$ cat src/rtl/sist_pkg.sv
// Request and status codes for the sorted integer set table.
// Shared definitions only; no dependencies.
package sist_pkg;

    typedef enum logic [1:0] {
        REQ_INSERT = 2'd0,
        REQ_LOOKUP = 2'd1,
        REQ_REMOVE = 2'd2,
        REQ_CLEAR  = 2'd3
    } t_req;

    typedef enum logic [1:0] {
        ST_DONE    = 2'd0,
        ST_PRESENT = 2'd1,
        ST_FULL    = 2'd2,
        ST_BAD_POS = 2'd3
    } t_status;

    localparam int unsigned POS_W    = 6;
    localparam int unsigned COUNT_W  = 7;
    localparam int unsigned FIELD_KW = 32;

endpackage

$ cat src/rtl/sist_ram.sv
// Key table storage: one write port, one read port with registered data.
// Stand-alone; no package dependencies.
module sist_ram #(
    parameter int unsigned DEPTH = 64,
    parameter int unsigned WIDTH = 32
) (
    input  logic                     i_clk,
    input  logic                     i_we,
    input  logic [$clog2(DEPTH)-1:0] i_waddr,
    input  logic [WIDTH-1:0]         i_wdata,
    input  logic [$clog2(DEPTH)-1:0] i_raddr,
    output logic [WIDTH-1:0]         o_rdata
);

    logic [WIDTH-1:0] r_mem [DEPTH];
    logic [WIDTH-1:0] r_rdata;

    always_ff @(posedge i_clk) begin
        if (i_we) begin
            r_mem[i_waddr] <= i_wdata;
        end
        r_rdata <= r_mem[i_raddr];
    end

    assign o_rdata = r_rdata;

endmodule

$ cat src/rtl/sorted_integer_set_table_core.sv
// Sorted set of distinct signed keys: binary-search insert, lookup, remove, clear.
// Search: S steps (up to ceil(log2(count+1))), each a key table read and then a compare;
// insert then shifts the keys above the index upward; remove shifts the keys above pos down.
// Clear only resets the count. Shifts use the key table's single read port, one entry per read and write pair.
// One request in flight; a new one is taken while the previous result waits.
// Reset (synchronous, active low) empties the set; the table itself is not cleared.
module sorted_integer_set_table_core #(
    parameter int unsigned CAPACITY  = 64,
    parameter int unsigned KEY_WIDTH = 32
) (
    input  logic                                 i_clk,
    input  logic                                 i_rst_n,
    input  logic                                 i_in_valid,
    output logic                                 o_in_stall,
    input  logic [1:0]                           i_req_type,
    input  logic signed [sist_pkg::FIELD_KW-1:0] i_key,
    input  logic [sist_pkg::POS_W-1:0]           i_position,
    output logic                                 o_out_valid,
    input  logic                                 i_out_stall,
    output logic [1:0]                           o_status,
    output logic                                 o_found,
    output logic [sist_pkg::POS_W-1:0]           o_index,
    output logic signed [sist_pkg::FIELD_KW-1:0] o_removed_key,
    output logic [sist_pkg::COUNT_W-1:0]         o_count
);
    import sist_pkg::*;

    localparam int unsigned ADDR_W = $clog2(CAPACITY);
    localparam int unsigned CNT_W  = $clog2(CAPACITY + 1);
    localparam int unsigned CMP_W  = (CNT_W > POS_W) ? CNT_W : POS_W;

    typedef enum logic [3:0] {
        S_IDLE, S_SRCH, S_CMP, S_SH_RD, S_SH_WR, S_INS_WR, S_RM_RD, S_RM_CAP, S_DONE
    } t_state;

    t_state               r_state;
    t_req                 r_req;
    logic [KEY_WIDTH-1:0] r_key;
    logic [CNT_W-1:0]     r_used, r_lo, r_hi, r_mid, r_ptr;
    logic                 r_eq, r_up;
    t_status              r_status;
    logic                 r_found;
    logic [CNT_W-1:0]     r_index;
    logic [KEY_WIDTH-1:0] r_removed;

    logic                 r_ovalid;
    t_status              r_ostatus;
    logic                 r_ofound;
    logic [POS_W-1:0]     r_oindex;
    logic [FIELD_KW-1:0]  r_oremoved;
    logic [COUNT_W-1:0]   r_ocount;

    logic                 in_xfer, out_free, sh_more, key_less;
    logic [CNT_W-1:0]     mid;
    logic [ADDR_W-1:0]    raddr, waddr;
    logic [KEY_WIDTH-1:0] wdata, rdata;
    logic                 we;

    assign in_xfer  = i_in_valid && (r_state == S_IDLE);
    assign out_free = !r_ovalid || !i_out_stall;
    assign mid      = r_lo + ((r_hi - r_lo) >> 1);
    assign key_less = $signed(rdata) < $signed(r_key);
    assign sh_more  = r_up ? (r_ptr > r_lo) : ((r_ptr + 1'b1) < r_used);

    // read address and write port, chosen by state
    always_comb begin
        raddr = r_ptr[ADDR_W-1:0];
        we    = 1'b0;
        waddr = r_ptr[ADDR_W-1:0];
        wdata = rdata;
        case (r_state)
            S_SRCH:  raddr = mid[ADDR_W-1:0];
            S_SH_RD: raddr = r_up ? ADDR_W'(r_ptr - 1'b1) : ADDR_W'(r_ptr + 1'b1);
            S_SH_WR: we = 1'b1;
            S_INS_WR: begin
                we    = 1'b1;
                waddr = r_lo[ADDR_W-1:0];
                wdata = r_key;
            end
            default: raddr = r_ptr[ADDR_W-1:0];
        endcase
    end

    sist_ram #(
        .DEPTH (CAPACITY),
        .WIDTH (KEY_WIDTH)
    ) u_ram (
        .i_clk   (i_clk),
        .i_we    (we),
        .i_waddr (waddr),
        .i_wdata (wdata),
        .i_raddr (raddr),
        .o_rdata (rdata)
    );

    always_ff @(posedge i_clk) begin
        if (!i_rst_n) begin
            r_state  <= S_IDLE;
            r_used   <= '0;
            r_ovalid <= 1'b0;
        end else begin
            if (r_ovalid && !i_out_stall && (r_state != S_DONE)) begin
                r_ovalid <= 1'b0;
            end
            case (r_state)
                S_IDLE: begin
                    if (in_xfer) begin
                        r_req     <= t_req'(i_req_type);
                        r_key     <= KEY_WIDTH'($unsigned(i_key));
                        r_found   <= 1'b0;
                        r_index   <= '0;
                        r_removed <= '0;
                        r_lo      <= '0;
                        r_hi      <= r_used;
                        r_eq      <= 1'b0;
                        r_up      <= 1'b0;
                        r_ptr     <= CNT_W'(i_position);
                        case (t_req'(i_req_type))
                            REQ_INSERT, REQ_LOOKUP: begin
                                r_status <= ST_DONE;
                                r_state  <= S_SRCH;
                            end
                            REQ_REMOVE: begin
                                if (CMP_W'(i_position) >= CMP_W'(r_used)) begin
                                    r_status <= ST_BAD_POS;
                                    r_state  <= S_DONE;
                                end else begin
                                    r_status <= ST_DONE;
                                    r_state  <= S_RM_RD;
                                end
                            end
                            default: begin
                                r_status <= ST_DONE;
                                r_used   <= '0;
                                r_state  <= S_DONE;
                            end
                        endcase
                    end
                end
                S_SRCH: begin
                    if (r_lo < r_hi) begin
                        r_mid   <= mid;
                        r_state <= S_CMP;
                    end else if (r_eq) begin
                        r_found  <= 1'b1;
                        r_index  <= r_lo;
                        r_status <= (r_req == REQ_INSERT) ? ST_PRESENT : ST_DONE;
                        r_state  <= S_DONE;
                    end else if (r_req == REQ_LOOKUP) begin
                        r_index <= r_lo;
                        r_state <= S_DONE;
                    end else if (r_used >= CNT_W'(CAPACITY)) begin
                        r_status <= ST_FULL;
                        r_state  <= S_DONE;
                    end else begin
                        r_index <= r_lo;
                        r_ptr   <= r_used;
                        r_up    <= 1'b1;
                        r_state <= S_SH_RD;
                    end
                end
                S_CMP: begin
                    // shared compare: narrow the search window
                    if (key_less) begin
                        r_lo <= r_mid + 1'b1;
                    end else begin
                        r_hi <= r_mid;
                        r_eq <= (rdata == r_key);
                    end
                    r_state <= S_SRCH;
                end
                S_SH_RD: begin
                    if (sh_more) begin
                        r_state <= S_SH_WR;
                    end else if (r_up) begin
                        r_state <= S_INS_WR;
                    end else begin
                        r_used  <= r_used - 1'b1;
                        r_state <= S_DONE;
                    end
                end
                S_SH_WR: begin
                    r_ptr   <= r_up ? (r_ptr - 1'b1) : (r_ptr + 1'b1);
                    r_state <= S_SH_RD;
                end
                S_INS_WR: begin
                    r_used  <= r_used + 1'b1;
                    r_state <= S_DONE;
                end
                S_RM_RD: r_state <= S_RM_CAP;
                S_RM_CAP: begin
                    r_removed <= rdata;
                    r_state   <= S_SH_RD;
                end
                S_DONE: begin
                    // hold the result until the output register frees up
                    if (out_free) begin
                        r_ovalid   <= 1'b1;
                        r_ostatus  <= r_status;
                        r_ofound   <= r_found;
                        r_oindex   <= POS_W'(r_index);
                        r_oremoved <= FIELD_KW'(r_removed);
                        r_ocount   <= COUNT_W'(r_used);
                        r_state    <= S_IDLE;
                    end
                end
                default: r_state <= S_IDLE;
            endcase
        end
    end

    assign o_in_stall    = (r_state != S_IDLE);
    assign o_out_valid   = r_ovalid;
    assign o_status      = r_ostatus;
    assign o_found       = r_ofound;
    assign o_index       = r_oindex;
    assign o_removed_key = r_oremoved;
    assign o_count       = r_ocount;

    a_window: assert property (@(posedge i_clk) disable iff (!i_rst_n)
        (r_state == S_SRCH) |-> (r_lo <= r_hi) && (r_hi <= r_used))
        else $error("search window out of order");

    a_ins_room: assert property (@(posedge i_clk) disable iff (!i_rst_n)
        (r_state == S_INS_WR) |-> (r_used < CNT_W'(CAPACITY)) && r_up)
        else $error("insert write into a full table");

    a_shift_addr: assert property (@(posedge i_clk) disable iff (!i_rst_n)
        (r_state == S_SH_WR) |-> (r_ptr < CNT_W'(CAPACITY)) && (r_ptr <= r_used))
        else $error("shift write beyond the held keys");

    a_result: assert property (@(posedge i_clk) disable iff (!i_rst_n)
        (r_state == S_DONE && out_free) |=> o_out_valid && (r_state == S_IDLE))
        else $error("finished result not presented");

    a_clear: assert property (@(posedge i_clk) disable iff (!i_rst_n)
        (in_xfer && i_req_type == REQ_CLEAR) |=> (r_state == S_DONE) && (r_used == '0))
        else $error("clear did not empty the set");

endmodule
$ cat config.mk
export PLATFORM = sky130hd
export DESIGN_NAME = sorted_integer_set_table_core
export DESIGN_NICKNAME = d
export VERILOG_FILES = /design/src/rtl/sist_pkg.sv /design/src/rtl/sist_ram.sv /design/src/rtl/sorted_integer_set_table_core.sv
export SDC_FILE = /design/constraint.sdc
export NUM_CORES = 2
export LEC_CHECK = 0
export BUFFER_PORTS_ARGS = -buffer_cell sky130_fd_sc_hd__buf_2
export CORE_UTILIZATION = 50
export CTS_CLUSTER_SIZE = 25
export DETAILED_ROUTE_END_ITERATION = 10
export GPL_TIMING_DRIVEN = 0
export PLACE_DENSITY = 0.65
export SLEW_MARGIN = 20
export SYNTH_ARGS = -nofsm -noshare
export SYNTH_HDL_FRONTEND = slang
export SYNTH_HIERARCHICAL = 1
export SYNTH_SLANG_ARGS = --single-unit
export TNS_END_PERCENT = 100
$ cat constraint.sdc
create_clock -name i_clk -period 14.6 [get_ports i_clk]
set_input_delay 2.92 -clock i_clk [delete_from_list [all_inputs] [get_ports i_clk]]
set_output_delay 2.92 -clock i_clk [all_outputs]
set_load 0.005 [all_outputs]
* Word-level counts from Yosys, hierarchy flattened
Memory sizes are Yosys's and may differ from the RTL's. A register that Yosys moved wholly into a read port is not among the register bits.
Cells that the tools add are included.
** Storage, ports and cells
- Register bits :: 165
- Latch bits :: 0
- Memory bits (writable) :: 2048
- ROM bits :: 0
- Bits of input ports :: 44
- Output and inout port bits :: 50
- Logic and storage cells :: 161
- Memories :: 1
** Memories
- u_ram.r_mem :: words 64, width 32, read ports 1, clocked after Yosys merged registers in 1, wr ports 1, RTL line sist_ram.sv:15 : logic [WIDTH-1:0] r_mem [DEPTH];
** Operators by class
- $add $sub $neg :: 7
- Multipliers :: 0
- Div/mod/pow operators :: 0
- Magnitude comparators :: 6
- Equal/unequal tests :: 28
- Shifts and indexed selects :: 0
- Muxes and demuxes :: 67
- Bitwise gates (word level) :: 0
- Reduce and logical (&&, ||, !) cells :: 32
** Operator list (count)
- $mux W7 :: 14
- $mux W32 :: 2
- $pmux W32 S2 :: 1
- $pmux W7 S3 :: 2
- $mux W4 :: 9
- $mux W6 :: 6
- $eq A32 B32 Y1 :: 1
- $lt A32 B32 Y1 :: 1
- $pmux W4 S8 :: 1
- $pmux W7 S2 :: 2
- $ne A2 B2 Y1 const B :: 12
- $pmux W6 S2 :: 2
- $add A7 B1 Y7 const B :: 3
- $eq A4 B3 Y1 const B :: 4
- $mux W1 :: 16
- $reduce_and A5 Y1 :: 3
- $lt A7 B7 Y1 :: 2
- $mux W2 :: 7
- $reduce_and A7 Y1 :: 2
- $sub A7 B1 Y7 const B :: 2
- $reduce_and A3 Y1 :: 4
- $eq A4 B2 Y1 const B :: 2
- $ne A4 B4 Y1 const B :: 2
- $pmux W4 S2 :: 1
- 25 further kinds :: 39

* Logic depth before layout (Yosys ltp)
- Word-level depth :: 6
- Gate-level depth with buffers :: 20
- Mapped depth without buffers :: 18

* Cells and area by module
Netlist, hierarchy kept.
** By module, submodules not included
- sist_ram :: times used 1, cells each 3511, area an instance 79039.6 um^2, seq. area each 62139.6 um^2
- sorted_integer_set_table_core :: times used 1, cells each 790, area an instance 8744.6 um^2, seq. area each 4834.6 um^2

* Least setup slack after synthesis
Ideal clock, no wire load.
- Path type :: in2reg
- Start point :: input port i_rst_n
- End point :: register r_ocount[0], in the netlist o_count[0] (enable)
- Library setup time :: 0.469 ns
- Arrival time :: 5.328 ns
- Setup slack :: 8.802 ns
- Stages on the path :: 2
- Buffers on the path :: 0
- Path through :: nand2_1 -> a21oi_1
** On the way
- Word-level cells in the longest chain between the ends :: 1
** RTL lines
- from (decl) :: RTL line sorted_integer_set_table_core.sv:12 : input logic i_rst_n,
- $reduce_and A3 Y1 (no source line)
- to (signal assigned) :: RTL line sorted_integer_set_table_core.sv:203 : r_ocount <= COUNT_W'(r_used);
- to (decl) :: RTL line sorted_integer_set_table_core.sv:51 : logic [COUNT_W-1:0] r_ocount;
Every way passes these cells.
A chain may end at the register's enable or synchronous reset.

* Final worst setup path
- Start point :: register r_lo[0]
- End point :: register u_ram.r_rdata[14], in the netlist u_ram/o_rdata[14] (read register of u_ram.r_mem)
** On the way
- Word-level cells in the longest chain between the ends :: 3
** RTL lines
- from (decl) :: RTL line sorted_integer_set_table_core.sv:39 : logic [CNT_W-1:0] r_used, r_lo, r_hi, r_mid, r_ptr;
- from (signal assigned) :: RTL line sorted_integer_set_table_core.sv:165 : r_lo <= r_mid + 1'b1;
- $sub A7 B7 Y7 :: RTL line sorted_integer_set_table_core.sv:61 : assign mid = r_lo + ((r_hi - r_lo) >> 1);
- $add A7 B6 Y7 (*) :: RTL line sorted_integer_set_table_core.sv:61
- net mid[3] :: RTL line sorted_integer_set_table_core.sv:54 : logic [CNT_W-1:0] mid;
- $pmux W6 S2 (*) :: RTL line sorted_integer_set_table_core.sv:71 : case (r_state)
- net raddr[3] :: RTL line sorted_integer_set_table_core.sv:55 : logic [ADDR_W-1:0] raddr, waddr;
- to (decl) :: RTL line sist_ram.sv:16 : logic [WIDTH-1:0] r_rdata;
The timed path passes the listed nets; every way through them passes the cells marked *.

==> reports/results.ini <==
[run_status]
status=completed

[clock_network]
clk_path_buf_depth=3
cts_sinks=2245
post_cts_buffers=0
root_buffer=clkbuf_16
clock_latency_ns=0.86
cts_buffers=219
h-tree-depth=4
post_cts_resize_count=0
clkTransAtPathRegs_ns=0.06
cts-hold-fix-buffers=0
cts_tree=yes

[drt]
viasPerCell=6.500
final_antenna_net_count=0
dr_total_vias=47403
drc=0
drtPass1Iterations=6
drt_iter0_drc=7047
totalWireLength_um=253700
avgRoutedWirePerCell_um=34.79

[worst_setup_path]
end_kind=register
cp_slowest_cell=o221ai_1
startpoint_type=register
max_stage_delay_ns=0.80
critPathMaxFanout=10
required_ns=15.26
critPathKind=reg -> reg
crit_chain=ha_1, inv_1, fa_1, a21o_1, a21oi_1, xnor2_1, ha_1, xnor2_1, nand2_1, a31oi_1, buf_2, buf_2, nand2_1, o221ai_1, o21ai_0, and3_1
cp.arrival_ns=7.84

[global_routing]
grt.total_usage=0.2848
grt_util_met1=0.3938
grt_use_met3=0.06926
gr-total-overflow=0
grt_most_used_layer=met2
antenna_found_initial=13
use_met2=0.4382
grt_max_degree=42
grt_pass1_wl_um=352900
grt_pass1_vias=46141

[yosys]
synthTopCellsByArea=edfxtp_1 (75%), mux4_2 (11%), mux2i_1 (2.2%)
synth-seq-cells=2245
synth_edf_count=2201
synth_cells=4301
synth.largest_area_cell=edfxtp_1
syn_nets=4421
yosys_warnings=6
synthFlopType=edfxtp_1
synth_cell_types=71
yosysTopAreaCellShare=0.7529
avgSynthCellArea_um2=20.41
syn_area_mm2=0.08778
async_flop_share=0
ys_seq_area_frac=0.7629

[placement]
post-dp-hpwl_um=174200
dp.cells=6875
io_buffers=93
gp_congestion=0.9667

[timing]
min_period_ns=7.184
fin_crit_sh=0.4920
fmax_mhz=139.2
slew_headroom=0.1608
maxSlewViolCount=0
fin_skew_ns=0.03850
worst_pin_slew_ns=1.246
setup_tns_ns=0
hold_violations=0
setup_viol=0
rsz0062_at_grt=no
holdWs_ns=0.4170

[floorplanning]
fp.dieH_um=421.0
die-width_um=421.0
coreArea_mm2=0.1742
dieArea_mm2=0.1772
ios=94
start_util=0.5039
num_rows=153

[power]
switching_share=0.2967
p_int_uw=12610
p_leak_uw=0.03326
clock_power_share=0.310
power_switching_uw=5318
p_total_uw=17930
power_frac_seq=0.453
combPwrFrac=0.237
peakVddDrop_mv=0.1221
p_per_area_mw_per_mm2=174.2

[hold_path]
hold_path_class=reg -> reg

[final_layout]
fin_nets=4891
instances_no_fill=7293
final_common_cell=edfxtp_1
layout_common_cells=edfxtp_1 (2201), mux4_2 (446), clkbuf_16 (223)
syn2layout_area_growth_pct=17.22
drive_gt1_frac=0.2539

[job]
cap_violations=0

[cell families (layout without fill, tap and decap cells)]
group                      after synthesis  in the layout  synth area share
and+or+nand+nor                        482            482           0.02677
other                                    0              6                 0
buffers and inverters                  298            959           0.01869
adders and majority gates               76             76           0.01109
AOI/OAI and AO/OA                      537            537           0.04173
xor gates and xnor gates                27             27          0.002694
DFF                                   2245           2245            0.7629
muxes                                  636            636            0.1361
[layer usage]
| metal | up-vias | wire length, um |
|---|---|---|
| met3 | 491 | 28790 |
| met4 | 6 | 10650 |
| met5 | - | 44 |
| met2 | 3009 | 117700 |
| li1 | 18833 | - |
| met1 | 25064 | 96520 |
[metrics by stage]
stage | area [um^2] | utilization | worst slack, ns
3_5_place_dp | 95820 | 0.5500 | 7.769
3_3_place_gp | 91160 | 0.5233 | 4.647
6_report | 102900 | 0.5907 | 7.416
2_1_floorplan | 87780 | - | 8.802
5_1_grt | 102900 | 0.5906 | 7.467
4_1_cts | 102900 | 0.5906 | 7.735
[flip-flops by register name, summed over array words and instances, names as in the netlist, 32 cells and up]
register and cells:
u_ram/r_mem 2048, o_removed_key 32, r_key 32, r_removed 32, u_ram/o_rdata 32
[worst max-delay path: cells and delay by family, from the launching register on]
family	cells	cell delay, ns
AO/OA/AOI/OAI	5	2.34
AND/OR/NAND/NOR	3	1.36
adder cells (fa/ha/maj)	3	0.93
buffers and inverters	3	1.13
flip-flops	1	0.53
XOR/XNOR	2	0.65
[worst paths after layout]
| kind | cells past startpoint | endpoint | from | slack [ns] |
|---|---|---|---|---|
| worst max register to register | 16 | u_ram/o_rdata[14] | r_lo[0] | 7.42 |
| worst min register to register | 0 | o_index[3] | r_index[3] | 0.42 |
| worst max-delay path | 16 | u_ram/o_rdata[14] | r_lo[0] | 7.42 |
| worst min-delay path | 0 | o_index[3] | r_index[3] | 0.42 |
[synthesized netlist by cell type (6+ instances only)]
| library cell | count |
|---|---|
| and2_1 | 36 |
| o21ai_0 | 103 |
| o22a_1 | 12 |
| buf_2 | 56 |
| mux2i_1 | 190 |
| nand2_1 | 110 |
| inv_1 | 67 |
| buf_1 | 8 |
| nand4_1 | 10 |
| a21o_1 | 13 |
| nand3b_1 | 9 |
| a22oi_1 | 131 |
| o211ai_1 | 16 |
| a211oi_1 | 22 |
| o221ai_1 | 18 |
| a21oi_1 | 71 |
| xnor2_1 | 17 |
| o22ai_1 | 46 |
| nor2_1 | 130 |
| nand3_1 | 70 |
| buf_6 | 32 |
| nor4_1 | 8 |
| a311o_1 | 12 |
| clkbuf_1 | 95 |
| buf_4 | 28 |
| o21bai_1 | 7 |
| a211o_1 | 14 |
| o21a_1 | 6 |
| nand2b_1 | 18 |
| nor3_1 | 22 |
| or2_2 | 8 |
| mux4_2 | 446 |
| and3_1 | 14 |
| edfxtp_1 | 2201 |
| dfxtp_1 | 44 |
| a22o_1 | 13 |
| xor2_1 | 10 |
| a31oi_1 | 26 |
| and4_1 | 7 |
| ha_1 | 73 |
| nor2b_1 | 23 |
[layout make-up]
class	count	area (um^2)
fillers	12367	71300
diodes	6	15.01
well taps	2325	2909
clock inverters	117	1080
inverters	70	262.8
flip-flops and latches	2245	66970
repair buffers	249	4253
plain buffers	228	1388
multi-input cells	1758	20040
clock buffers	295	5981
[power by group through the flow]
stage | Combinational [uW] | Clock, uW | Sequential (uW)
floorplan | 1950 | 0 | 8380
global placement | 3410 | 0 | 8640
detailed placement | 4120 | 0 | 8260
CTS | 4130 | 5610 | 8120
global route | 4350 | 5850 | 8130
finish | 4240 | 5560 | 8130
No activity file was read; power rests on OpenSTA's default activity.
